### config.mk
export PLATFORM = sky130hd
export DESIGN_NAME = lcd_nibble_interface_sequencer_unit
export DESIGN_NICKNAME = d
export VERILOG_FILES = /design/src/hdl/lcdn_pkg.sv /design/src/hdl/lcdn_front.sv /design/src/hdl/lcdn_fifo.sv /design/src/hdl/lcdn_back.sv /design/src/hdl/lcd_nibble_interface_sequencer_unit.sv
export SDC_FILE = /design/constraint.sdc
export NUM_CORES = 1
export LEC_CHECK = 0
export BUFFER_PORTS_ARGS = -buffer_cell sky130_fd_sc_hd__buf_4
export CAP_MARGIN = 20
export CORE_MARGIN = 2
export CORE_UTILIZATION = 49
export DETAILED_ROUTE_END_ITERATION = 12
export PLACE_DENSITY = 0.79
export SYNTH_ARGS = -nofsm -noshare
export SYNTH_HDL_FRONTEND = slang
export SYNTH_HIERARCHICAL = 1
export SYNTH_SLANG_ARGS = --single-unit
### constraint.sdc
create_clock -name clk -period 2.6 [get_ports clk]
set_input_delay 0.26 -clock clk [delete_from_list [all_inputs] [get_ports clk]]
set_output_delay 0.26 -clock clk [all_outputs]
set_load 0.03 [all_outputs]
### src/hdl/lcdn_pkg.sv
// Shared types, constants and the strobe table for the 4-bit character LCD sequencer.
// Used by every module of the block; depends on nothing.
package lcdn_pkg;

  localparam logic [1:0] OP_STARTUP = 2'd0;
  localparam logic [1:0] OP_COMMAND = 2'd1;
  localparam logic [1:0] OP_DATA    = 2'd2;

  localparam logic [1:0] REG_TWO_LINES    = 2'd0;
  localparam logic [1:0] REG_FONT_5X10    = 2'd1;
  localparam logic [1:0] REG_TICKS_PER_US = 2'd2;

  localparam logic [7:0]  TICKS_RESET    = 8'd100;
  localparam logic [12:0] WAIT_NONE_US   = 13'd0;
  localparam logic [12:0] WAIT_SHORT_US  = 13'd38;
  localparam logic [12:0] WAIT_LONG_US   = 13'd2000;
  localparam logic [12:0] WAIT_RESET1_US = 13'd5000;
  localparam logic [12:0] WAIT_RESET2_US = 13'd1000;

  localparam logic [7:0] LCD_FUNCTION_SET  = 8'h20;
  localparam logic [7:0] LCD_DISPLAY_CTRL  = 8'h08;
  localparam logic [7:0] CMD_CLEAR_DISPLAY = 8'h01;
  localparam logic [7:0] LCD_ENTRY_INC     = 8'h06;

  localparam logic [3:0] NIB_RESET = 4'h3;
  localparam logic [3:0] NIB_4BIT  = 4'h2;

  localparam logic [3:0] STEP_BYTE_LAST    = 4'd1;
  localparam logic [3:0] STEP_STARTUP_LAST = 4'd11;

  localparam int QDEPTH = 2;
  localparam int QPTR_W = (QDEPTH > 1) ? $clog2(QDEPTH) : 1;
  localparam int QCNT_W = $clog2(QDEPTH + 1);

  typedef struct packed {
    logic [1:0] op;
    logic [7:0] value;
    logic       long_wait;
  } in_t;

  typedef struct packed {
    logic        reg_select;
    logic [3:0]  nibble;
    logic [12:0] wait_us;
    logic        last;
  } out_t;

  // classified request, as held in the queue
  typedef struct packed {
    logic [1:0] kind;
    logic [7:0] value;
    logic       long_wait;
  } req_t;

  typedef struct packed {
    logic push;
    req_t req;
  } q_wr_t;

  typedef struct packed {
    logic empty;
    req_t req;
  } q_rd_t;

  typedef enum logic [1:0] {
    B_IDLE,
    B_EMIT,
    B_WAIT
  } back_state_t;

  function automatic out_t strobe_f(input req_t r, input logic [3:0] step,
                                    input logic two_lines, input logic font_5x10);
    out_t       s;
    logic [7:0] fs;
    fs = LCD_FUNCTION_SET | {4'b0000, two_lines, font_5x10, 2'b00};
    s  = '{reg_select: 1'b0, nibble: 4'h0, wait_us: WAIT_NONE_US, last: 1'b0};
    if (r.kind == OP_STARTUP) begin
      case (step)
        4'd0:    begin s.nibble = NIB_RESET; s.wait_us = WAIT_RESET1_US; end
        4'd1:    begin s.nibble = NIB_RESET; s.wait_us = WAIT_RESET2_US; end
        4'd2:    begin s.nibble = NIB_RESET; s.wait_us = WAIT_RESET2_US; end
        4'd3:    begin s.nibble = NIB_4BIT;  s.wait_us = WAIT_SHORT_US;  end
        4'd4:    s.nibble = fs[7:4];
        4'd5:    begin s.nibble = fs[3:0]; s.wait_us = WAIT_SHORT_US; end
        4'd6:    s.nibble = LCD_DISPLAY_CTRL[7:4];
        4'd7:    begin s.nibble = LCD_DISPLAY_CTRL[3:0]; s.wait_us = WAIT_SHORT_US; end
        4'd8:    s.nibble = CMD_CLEAR_DISPLAY[7:4];
        4'd9:    begin s.nibble = CMD_CLEAR_DISPLAY[3:0]; s.wait_us = WAIT_LONG_US; end
        4'd10:   s.nibble = LCD_ENTRY_INC[7:4];
        4'd11:   begin
          s.nibble  = LCD_ENTRY_INC[3:0];
          s.wait_us = WAIT_SHORT_US;
          s.last    = 1'b1;
        end
        default: s.nibble = 4'h0;
      endcase
    end else begin
      s.reg_select = (r.kind == OP_DATA);
      if (step == 4'd0) begin
        s.nibble = r.value[7:4];
      end else begin
        s.nibble  = r.value[3:0];
        s.wait_us = (r.kind == OP_COMMAND && r.long_wait) ? WAIT_LONG_US : WAIT_SHORT_US;
        s.last    = 1'b1;
      end
    end
    return s;
  endfunction

endpackage

### src/hdl/lcdn_front.sv
// Front end: takes request beats, drops the unused op code and classifies the rest.
// Depends on lcdn_pkg; feeds lcdn_fifo.
module lcdn_front import lcdn_pkg::*; (
  input  logic  in_valid,
  output logic  in_stall,
  input  in_t   in_data,
  input  logic  q_full,
  output q_wr_t q_wr
);

  logic known_op;

  always_comb begin
    known_op = (in_data.op == OP_STARTUP) || (in_data.op == OP_COMMAND) ||
               (in_data.op == OP_DATA);
    in_stall = q_full;
    // long wait only applies to commands
    q_wr.req.kind      = in_data.op;
    q_wr.req.value     = (in_data.op == OP_STARTUP) ? 8'h00 : in_data.value;
    q_wr.req.long_wait = (in_data.op == OP_COMMAND) && in_data.long_wait;
    q_wr.push          = in_valid && !q_full && known_op;
  end

endmodule

### src/hdl/lcdn_fifo.sv
// Short request queue between the front end and the strobe sequencer.
// Depends on lcdn_pkg for the request type and depth.
module lcdn_fifo import lcdn_pkg::*; (
  input  logic  clk,
  input  logic  rst,
  input  q_wr_t q_wr,
  output logic  q_full,
  input  logic  pop,
  output q_rd_t q_rd
);

  req_t              mem [QDEPTH];
  logic [QPTR_W-1:0] wr_ptr;
  logic [QPTR_W-1:0] rd_ptr;
  logic [QCNT_W-1:0] count;

  always_comb begin
    q_full     = (count == QCNT_W'(QDEPTH));
    q_rd.empty = (count == '0);
    q_rd.req   = mem[rd_ptr];
  end

  always_ff @(posedge clk) begin
    if (q_wr.push) begin
      mem[wr_ptr] <= q_wr.req;
    end
  end

  always_ff @(posedge clk) begin
    if (rst) begin
      wr_ptr <= '0;
      rd_ptr <= '0;
      count  <= '0;
    end else begin
      if (q_wr.push) begin
        wr_ptr <= (wr_ptr == QPTR_W'(QDEPTH - 1)) ? '0 : wr_ptr + 1'b1;
      end
      if (pop) begin
        rd_ptr <= (rd_ptr == QPTR_W'(QDEPTH - 1)) ? '0 : rd_ptr + 1'b1;
      end
      if (q_wr.push && !pop) begin
        count <= count + 1'b1;
      end else if (pop && !q_wr.push) begin
        count <= count - 1'b1;
      end
    end
  end

`ifndef ASSERT_OFF
  a_no_overflow: assert property (@(posedge clk) disable iff (rst) !(q_wr.push && q_full))
    else $error("queue written while full");
  a_no_underflow: assert property (@(posedge clk) disable iff (rst) !(pop && q_rd.empty))
    else $error("queue read while empty");
  a_count_bound: assert property (@(posedge clk) disable iff (rst) count <= QCNT_W'(QDEPTH))
    else $error("queue count out of range");
`endif

endmodule

### src/hdl/lcdn_back.sv
// Back end: pops requests and plays out their strobes, timing each wait in microseconds.
// Depends on lcdn_pkg for the strobe table and the state type.
module lcdn_back import lcdn_pkg::*; (
  input  logic        clk,
  input  logic        rst,
  input  q_rd_t       q_rd,
  output logic        pop,
  input  logic        two_lines,
  input  logic        font_5x10,
  input  logic [7:0]  ticks_per_us,
  output logic        out_valid,
  input  logic        out_stall,
  output out_t        out_data
);

  back_state_t state;
  back_state_t state_next;
  req_t        req;
  logic [3:0]  step;
  out_t        strobe;
  logic [12:0] us_left;
  logic [7:0]  tick;

  always_comb begin
    state_next = state;
    case (state)
      B_IDLE:  if (!q_rd.empty) state_next = B_EMIT;
      B_EMIT:  if (!out_stall) state_next = B_WAIT;
      B_WAIT:  if (us_left == '0) state_next = strobe.last ? B_IDLE : B_EMIT;
      default: state_next = B_IDLE;
    endcase
  end

  always_comb begin
    pop       = (state == B_IDLE) && !q_rd.empty;
    out_valid = (state == B_EMIT);
    out_data  = strobe;
  end

  always_ff @(posedge clk) begin
    if (rst) begin
      state <= B_IDLE;
      step  <= '0;
    end else begin
      state <= state_next;
      if (pop) begin
        step <= '0;
      end else if (state == B_WAIT && us_left == '0 && !strobe.last) begin
        step <= step + 1'b1;
      end
    end
  end

  always_ff @(posedge clk) begin
    if (pop) begin
      req    <= q_rd.req;
      strobe <= strobe_f(q_rd.req, 4'd0, two_lines, font_5x10);
    end else if (state == B_EMIT && !out_stall) begin
      // enable pulse of one microsecond, then the wait itself
      us_left <= strobe.wait_us + 13'd1;
      tick    <= '0;
    end else if (state == B_WAIT) begin
      if (us_left != '0) begin
        if (tick == ticks_per_us - 8'd1) begin
          tick    <= '0;
          us_left <= us_left - 13'd1;
        end else begin
          tick <= tick + 8'd1;
        end
      end else if (!strobe.last) begin
        strobe <= strobe_f(req, step + 4'd1, two_lines, font_5x10);
      end
    end
  end

`ifndef ASSERT_OFF
  a_wait_after_beat: assert property (@(posedge clk) disable iff (rst)
    out_valid && !out_stall |=> !out_valid)
    else $error("strobe not followed by a wait");
  a_step_bound: assert property (@(posedge clk) disable iff (rst)
    state != B_IDLE |-> (req.kind == OP_STARTUP) ? (step <= STEP_STARTUP_LAST)
                                                 : (step <= STEP_BYTE_LAST))
    else $error("step past end of request");
  a_last_on_final: assert property (@(posedge clk) disable iff (rst)
    out_valid && out_data.last |->
      step == ((req.kind == OP_STARTUP) ? STEP_STARTUP_LAST : STEP_BYTE_LAST))
    else $error("last marked on wrong strobe");
  a_pop_only_idle: assert property (@(posedge clk) disable iff (rst)
    pop |=> out_valid)
    else $error("popped request did not produce a strobe");
`endif

endmodule

### src/hdl/lcd_nibble_interface_sequencer_unit.sv
// Top level of the 4-bit character LCD sequencer: configuration registers, front end,
// request queue and strobe sequencer. Depends on lcdn_pkg, lcdn_front, lcdn_fifo, lcdn_back.
//
//   channel  | handshake            | payload
//   ---------+----------------------+------------------------------------------
//   in       | in_valid / in_stall  | in_data  (op, value, long_wait)
//   out      | out_valid / out_stall| out_data (reg_select, nibble, wait_us, last)
//   cfg      | cfg_valid / cfg_ready| cfg_index, cfg_data
//
// Each strobe lasts its wait_us plus one microsecond of enable pulse, timed by the
// microsecond timer in the sequencer, which counts ticks_per_us clocks per microsecond.
// Requests queue two deep ahead of the sequencer.
// Reset is synchronous and clears the queue, the sequencer and the registers.
// An output stall holds the current strobe; its wait starts once the beat is taken.
module lcd_nibble_interface_sequencer_unit import lcdn_pkg::*; (
  input  logic       clk,
  input  logic       rst,
  input  logic       in_valid,
  output logic       in_stall,
  input  in_t        in_data,
  output logic       out_valid,
  input  logic       out_stall,
  output out_t       out_data,
  input  logic       cfg_valid,
  output logic       cfg_ready,
  input  logic [1:0] cfg_index,
  input  logic [7:0] cfg_data
);

  logic       two_lines;
  logic       font_5x10;
  logic [7:0] ticks_per_us;
  q_wr_t      q_wr;
  q_rd_t      q_rd;
  logic       q_full;
  logic       pop;

  assign cfg_ready = 1'b1;

  always_ff @(posedge clk) begin
    if (rst) begin
      two_lines    <= 1'b0;
      font_5x10    <= 1'b0;
      ticks_per_us <= TICKS_RESET;
    end else if (cfg_valid && cfg_ready) begin
      case (cfg_index)
        REG_TWO_LINES:    two_lines    <= cfg_data[0];
        REG_FONT_5X10:    font_5x10    <= cfg_data[0];
        REG_TICKS_PER_US: ticks_per_us <= cfg_data;
        default:          ticks_per_us <= ticks_per_us;
      endcase
    end
  end

  lcdn_front u_front (
    .in_valid (in_valid),
    .in_stall (in_stall),
    .in_data  (in_data),
    .q_full   (q_full),
    .q_wr     (q_wr)
  );

  lcdn_fifo u_fifo (
    .clk    (clk),
    .rst    (rst),
    .q_wr   (q_wr),
    .q_full (q_full),
    .pop    (pop),
    .q_rd   (q_rd)
  );

  lcdn_back u_back (
    .clk          (clk),
    .rst          (rst),
    .q_rd         (q_rd),
    .pop          (pop),
    .two_lines    (two_lines),
    .font_5x10    (font_5x10),
    .ticks_per_us (ticks_per_us),
    .out_valid    (out_valid),
    .out_stall    (out_stall),
    .out_data     (out_data)
  );

endmodule

======== Yosys cells after proc, flatten, opt, wreduce, memory -nomap -nowiden ========
Memory sizes are Yosys's and may differ from the RTL's. A register that Yosys moved wholly into a read port is not among the register bits.
Cells that the tools add are included.
W data, S select, Z words.
storage, ports and cells
  bits in registers ....................... 71
  bits in writable memories ............... 22
  input bits .............................. 26
  output and inout port bits .............. 22
  word-level logic and storage cells ...... 136
  memories kept ........................... 1
operators by class
  add/subtract/negate cells ............... 9
  equal/unequal tests ..................... 25
  multiplexer cells ....................... 36
  bitwise operators ....................... 3
  reductions and logical operators ........ 45
memories
  name        words  bits a word  read ports  clocked after memory_dff  wr ports  line             source
  u_fifo.mem  2      11           1           1                         1         lcdn_fifo.sv:12  req_t mem [QDEPTH];
operators by type and width
  cell                     number
  $mux W19                 5
  $mux W13                 4
  $pmux W13 S4             1
  $mux W8                  4
  $pmux W4 S6              1
  $mux W18                 1
  $mux W17                 1
  $mux W14                 1
  $add A13 B1 Y13 const B  1
  $logic_not A13 Y1        1
  $reduce_bool A13 Y1      1
  $sub A13 B1 Y13 const B  1
  $eq A2 B2 Y1 const B     6
  $eq A4 B3 Y1 const B     3
  $logic_not A2 Y1         6
  $ne A2 B2 Y1 const B     6
  $mux W11                 1
  $logic_and A1 B1 Y1      10
  $mux W1                  10
  $mux W2                  5
  $reduce_bool A2 Y1       5
  $reduce_and A3 Y1        3
  $add A8 B1 Y8 const B    1
  $eq A2 B1 Y1 const B     4
  20 further kinds         36

======== Logic depth before layout (Yosys ltp) ========
  word-level depth ........................ 10
  mapped depth ............................ 10
  depth with buffers taken out ............ 8

======== By module ========
The synthesis kept the hierarchy.
modules (own cells, without submodules)
  module                               times used  cells an instance  area an instance (um^2)  sequential area each (um^2)
  lcdn_back                            1           307                3071.7                   1461.4
  lcdn_fifo                            1           56                 997.2                    760.7
  lcd_nibble_interface_sequencer_unit  1           46                 460.4                    200.2
  lcdn_front                           1           16                 102.6                    0.0

======== Least setup slack after synthesis ========
No wires, ideal clock.
  path type ............................... reg2reg
  start point ............................. register ticks_per_us[0]
  end point ............................... register u_back.us_left[0] (enable)
  library setup time ...................... 0.356 ns
  arrival ................................. 1.933 ns
  setup slack ............................. 0.312 ns
  cell stages (with the launch flop) ...... 10
  buffers on the path ..................... 1
  clock period less this slack ............ 2.288 ns
  cell sequence ........................... dfxtp_1 > inv_1 > ha_1 > clkbuf_1 > o21bai_1 > a211oi_1 > o21bai_1 > a211oi_1 > nand3_1 > nand2_1
on the way
  cells in the longest elaborated chain, start to end .. 4
RTL lines
  element                       line                                       source
  from (decl)                   lcd_nibble_interface_sequencer_unit.sv:32  logic [7:0] ticks_per_us;
  from (signal assigned)        lcd_nibble_interface_sequencer_unit.sv:49  REG_TICKS_PER_US: ticks_per_us <= cfg_data;
  from (signal assigned)        lcd_nibble_interface_sequencer_unit.sv:50  default: ticks_per_us <= ticks_per_us;
  $sub A8 B1 Y8                 lcdn_back.sv:64                            if (tick == ticks_per_us - 8'd1) begin
  $eq A8 B8 Y1                  lcdn_back.sv:64
  $reduce_bool A2 Y1 (no line)  n/a
  $reduce_and A4 Y1 (no line)   n/a
  to (signal assigned)          lcdn_back.sv:60                            us_left <= strobe.wait_us + 13'd1;
  to (signal assigned)          lcdn_back.sv:66                            us_left <= us_left - 13'd1;
  to (decl)                     lcdn_back.sv:21                            logic [12:0] us_left;
No other way between the ends.
A chain may end at the register's enable or synchronous reset.

======== Worst setup path after layout ========
Same ends and word-level chain as after synthesis.

==> flow_summary_export.csv <==
group,metric,value,unit
global_route,grt_max_degree,30,
synthesis,ys_types,56,
route,initialDrtViolationCount,185,
route,wl_per_cell,14.58,um
clock_network,clock-sinks,88,
critical_path,worstSetupStartpointType,"flip-flop",
sta,slew_headroom,0.5328,
synthesis,ys_top_cells_by_area,"edfxtp_1 (43%), dfxtp_1 (9.5%), nor2_1 (3.9%)",
synthesis,async_flop_share,0,
floorplan,die_h,101.2,um
layout,area_growth,12.21,%
pwr,peakVddDrop,545.2,uV
layout,final_cell_area,5197,sq um
sta,holdWs,0.1212,ns
synthesis,synth_cells,425,
status,outcome,"completed",
global_route,antenna_found_initial,0,
synthesis,netlist_top_cells_count,"edfxtp_1 (66), nor2_1 (48), a21oi_1 (24)",
critical_path,crit_type,"reg -> reg",
synthesis,synth_most_common_cell,"edfxtp_1",
clock_network,clock_path_buffers,2,
clock_network,cts_resized,0,
critical_path,crit_path_max_incr_delay,0.47,ns
clock_network,root_buffer,"clkbuf_8",
critical_path,worstPathArrival,2.46,ns
sta,rsz0062_at_grt,"false",
floorplan,rows,35,
global_route,gr-usage-all-layers,0.1746,
layout,n_antenna_cell,0,
synthesis,synth_warnings,6,
placed_design,io_buffers,44,
route,detail-route-antenna-nets,0,
synthesis,synthFlopType,"edfxtp_1",
layout,nets,495,
floorplan,floorplan.core_area,9196,sq um
synthesis,synth_edf_count,66,
critical_path,cp_max_fo,13,
critical_path,crit_required,2.68,ns
floorplan,ios,48,
layout,drive_gt1_frac,0.2086,
sta,setup_violations,0,
route,top_layer_used,"met4",
route,first_pass_iters,5,
synthesis,avgSynthCellArea,10.90,sq um
sta,finalHoldViolations,0,
job,drv_cap,0,
critical_path,critPathCaptureType,"flip-flop",
synthesis,netlist_area,4632,sq um
route,wl_met1,3742,um
min_path,hp-class,"in -> reg",
route,wl,8400,um
clock_network,cts_tree,"built",
critical_path,path_cells,"inv_1 -> ha_1 -> o21bai_1 -> a211oi_1 -> o21bai_1 -> a211oi_1 -> nand3_1 -> nand2_1 -> buf_12",
sta,min_period_over_period,0.9137,
synthesis,yosysTopAreaCell,"edfxtp_1",
global_route,grt_pass1_vias,3013,
pwr,total_leakage_power,0.001900,uW
floorplan,start_util,0.5037,
sta,clock_skew,0.01304,ns
route,dr_total_vias,3158,
clock_network,numCtsBuffers,9,
sta,tightest_slew,0.7008,ns
route,post-route-drc-count,0,
pwr,p_per_area,892.1,nW/um^2
synthesis,ys_ff_latch,88,
critical_path,crit_path_top_delay_cell,"dfxtp_1",
synthesis,ys_seq_area_frac,0.5230,
clock_network,clkTransAtPathRegs,0.10,ns
global_route,grt_pass1_wl,13860,um
clock_network,cts_hold_buffers,0,
route,viasPerCell,5.483,
sta,slew_viol_final,0,
route,dr_wl_met2,4139,um
global_route,grt_overflow,0,
sta,clock.fmax,421.0,MHz
clock_network,post_cts_buffers,0,
placed_design,place_area,5004,sq um
clock_network,ctsHtreeMaxLevel,3,
sta,period_needed,2.375,ns
placed_design,dpl.hpwl,6135,um
floorplan,die_w,101.2,um
synthesis,synth_top_area_frac,0.4279,
route,wl_met3,359,um
placed_design,place.gp.congestion,0.8938,
clock_network,clkLatencyLatePin,0.36,ns
sta,fin_setup_tns,0,ns
floorplan,dieArea,10250,sq um
-- cells in the final DEF, fill, tap and decap left out, types with 10 or more instances in the layout --
cell type  synthesis  layout
dfxtp_1           22      22
edfxtp_1          66      66
nand2b_1          21      21
a21oi_1           24      24
nor2b_1           15      15
nor2_1            48      48
nor3_1            12      11
nand2_1           19      19
buf_4             11      49
mux2_2            15      15
xnor2_1           20      20
mux2i_1           12      12
o21ai_0           13      13
inv_1             10      10
xor2_1            16      16
-- power breakdown --
part / internal [uW] / leakage (uW) / switching, uW / total (uW)
combinational: 620 / 0.00100 / 881 / 1500
clock: 379 / 0.0000977 / 539 / 918
sequential: 1970 / 0.000798 / 252 / 2220
total: 2970 / 0.00190 / 1670 / 4640
-- path summary, 6_finish.rpt --
check	slack, ns	end	cells past startpoint	start
setup / recovery	0.22	u_back/us_left[0]	9	ticks_per_us[0]
hold / removal	0.12	u_fifo/mem[0][9]	1	in_data[9]
setup reg to reg	0.22	u_back/us_left[0]	9	ticks_per_us[0]
hold reg to reg	0.50	font_5x10	2	font_5x10
-- worst max-delay path, delay by kind of cell, from the launching register on --
kind                       cells  cell delay, ns
and+or+nand+nor                2            0.23
DFF                            1            0.47
buffers and inverters          2            0.24
adders and majority gates      1            0.31
AOI/OAI and AO/OA              4            0.83
-- metal layers --
layer  global-route usage  vias to the layer above
met5                    0                        -
met4              0.07692                        0
met3              0.04210                       14
met2               0.2853                       84
met1               0.2218                     1498
li1                     -                     1562
-- layout make-up --
| cell class | instances | area (sq um) |
|---|---|---|
| well taps | 111 | 138.9 |
| inverters | 10 | 37.54 |
| flip-flops and latches | 88 | 2422 |
| fillers | 757 | 3999 |
| repair buffers | 50 | 387.9 |
| clock buffers | 9 | 123.9 |
| multi-input cells | 301 | 2017 |
| clock inverters | 7 | 70.07 |
-- state kept, by name, summed over array words and instances (netlist names), 4 cells and up, named ones only --
signal / count
u_back/out_data: 13
u_fifo/mem: 22
u_back/us_left: 13
u_back/req: 11
u_back/step: 4
ticks_per_us: 8
u_back/tick: 8
-- cell families (layout without fill, tap and decap cells) --
logic type,Yosys count,count (layout),share of synthesized area
other,2,3,0.001621
muxes,27,27,0.06240
xor gates and xnor gates,36,36,0.06807
buffers and inverters,37,76,0.04349
AOI/OAI and AO/OA,69,69,0.08860
and+or+nand+nor,157,157,0.1885
DFF,88,88,0.5230
adders and majority gates,9,9,0.02431
-- through the flow --
step	util	instances	power, uW	setup slack [ns]
final	0.5652	576	4637	0.2245
after global routing	0.5652	576	4917	0.04852
after CTS	0.5652	576	4678	0.2250
after detailed placement	0.5441	560	3757	0.2458
after global placement	0.5441	560	3692	0.3193
after floorplan	-	426	3292	0.3118
Note: power is estimated with default switching activity, not from simulation.
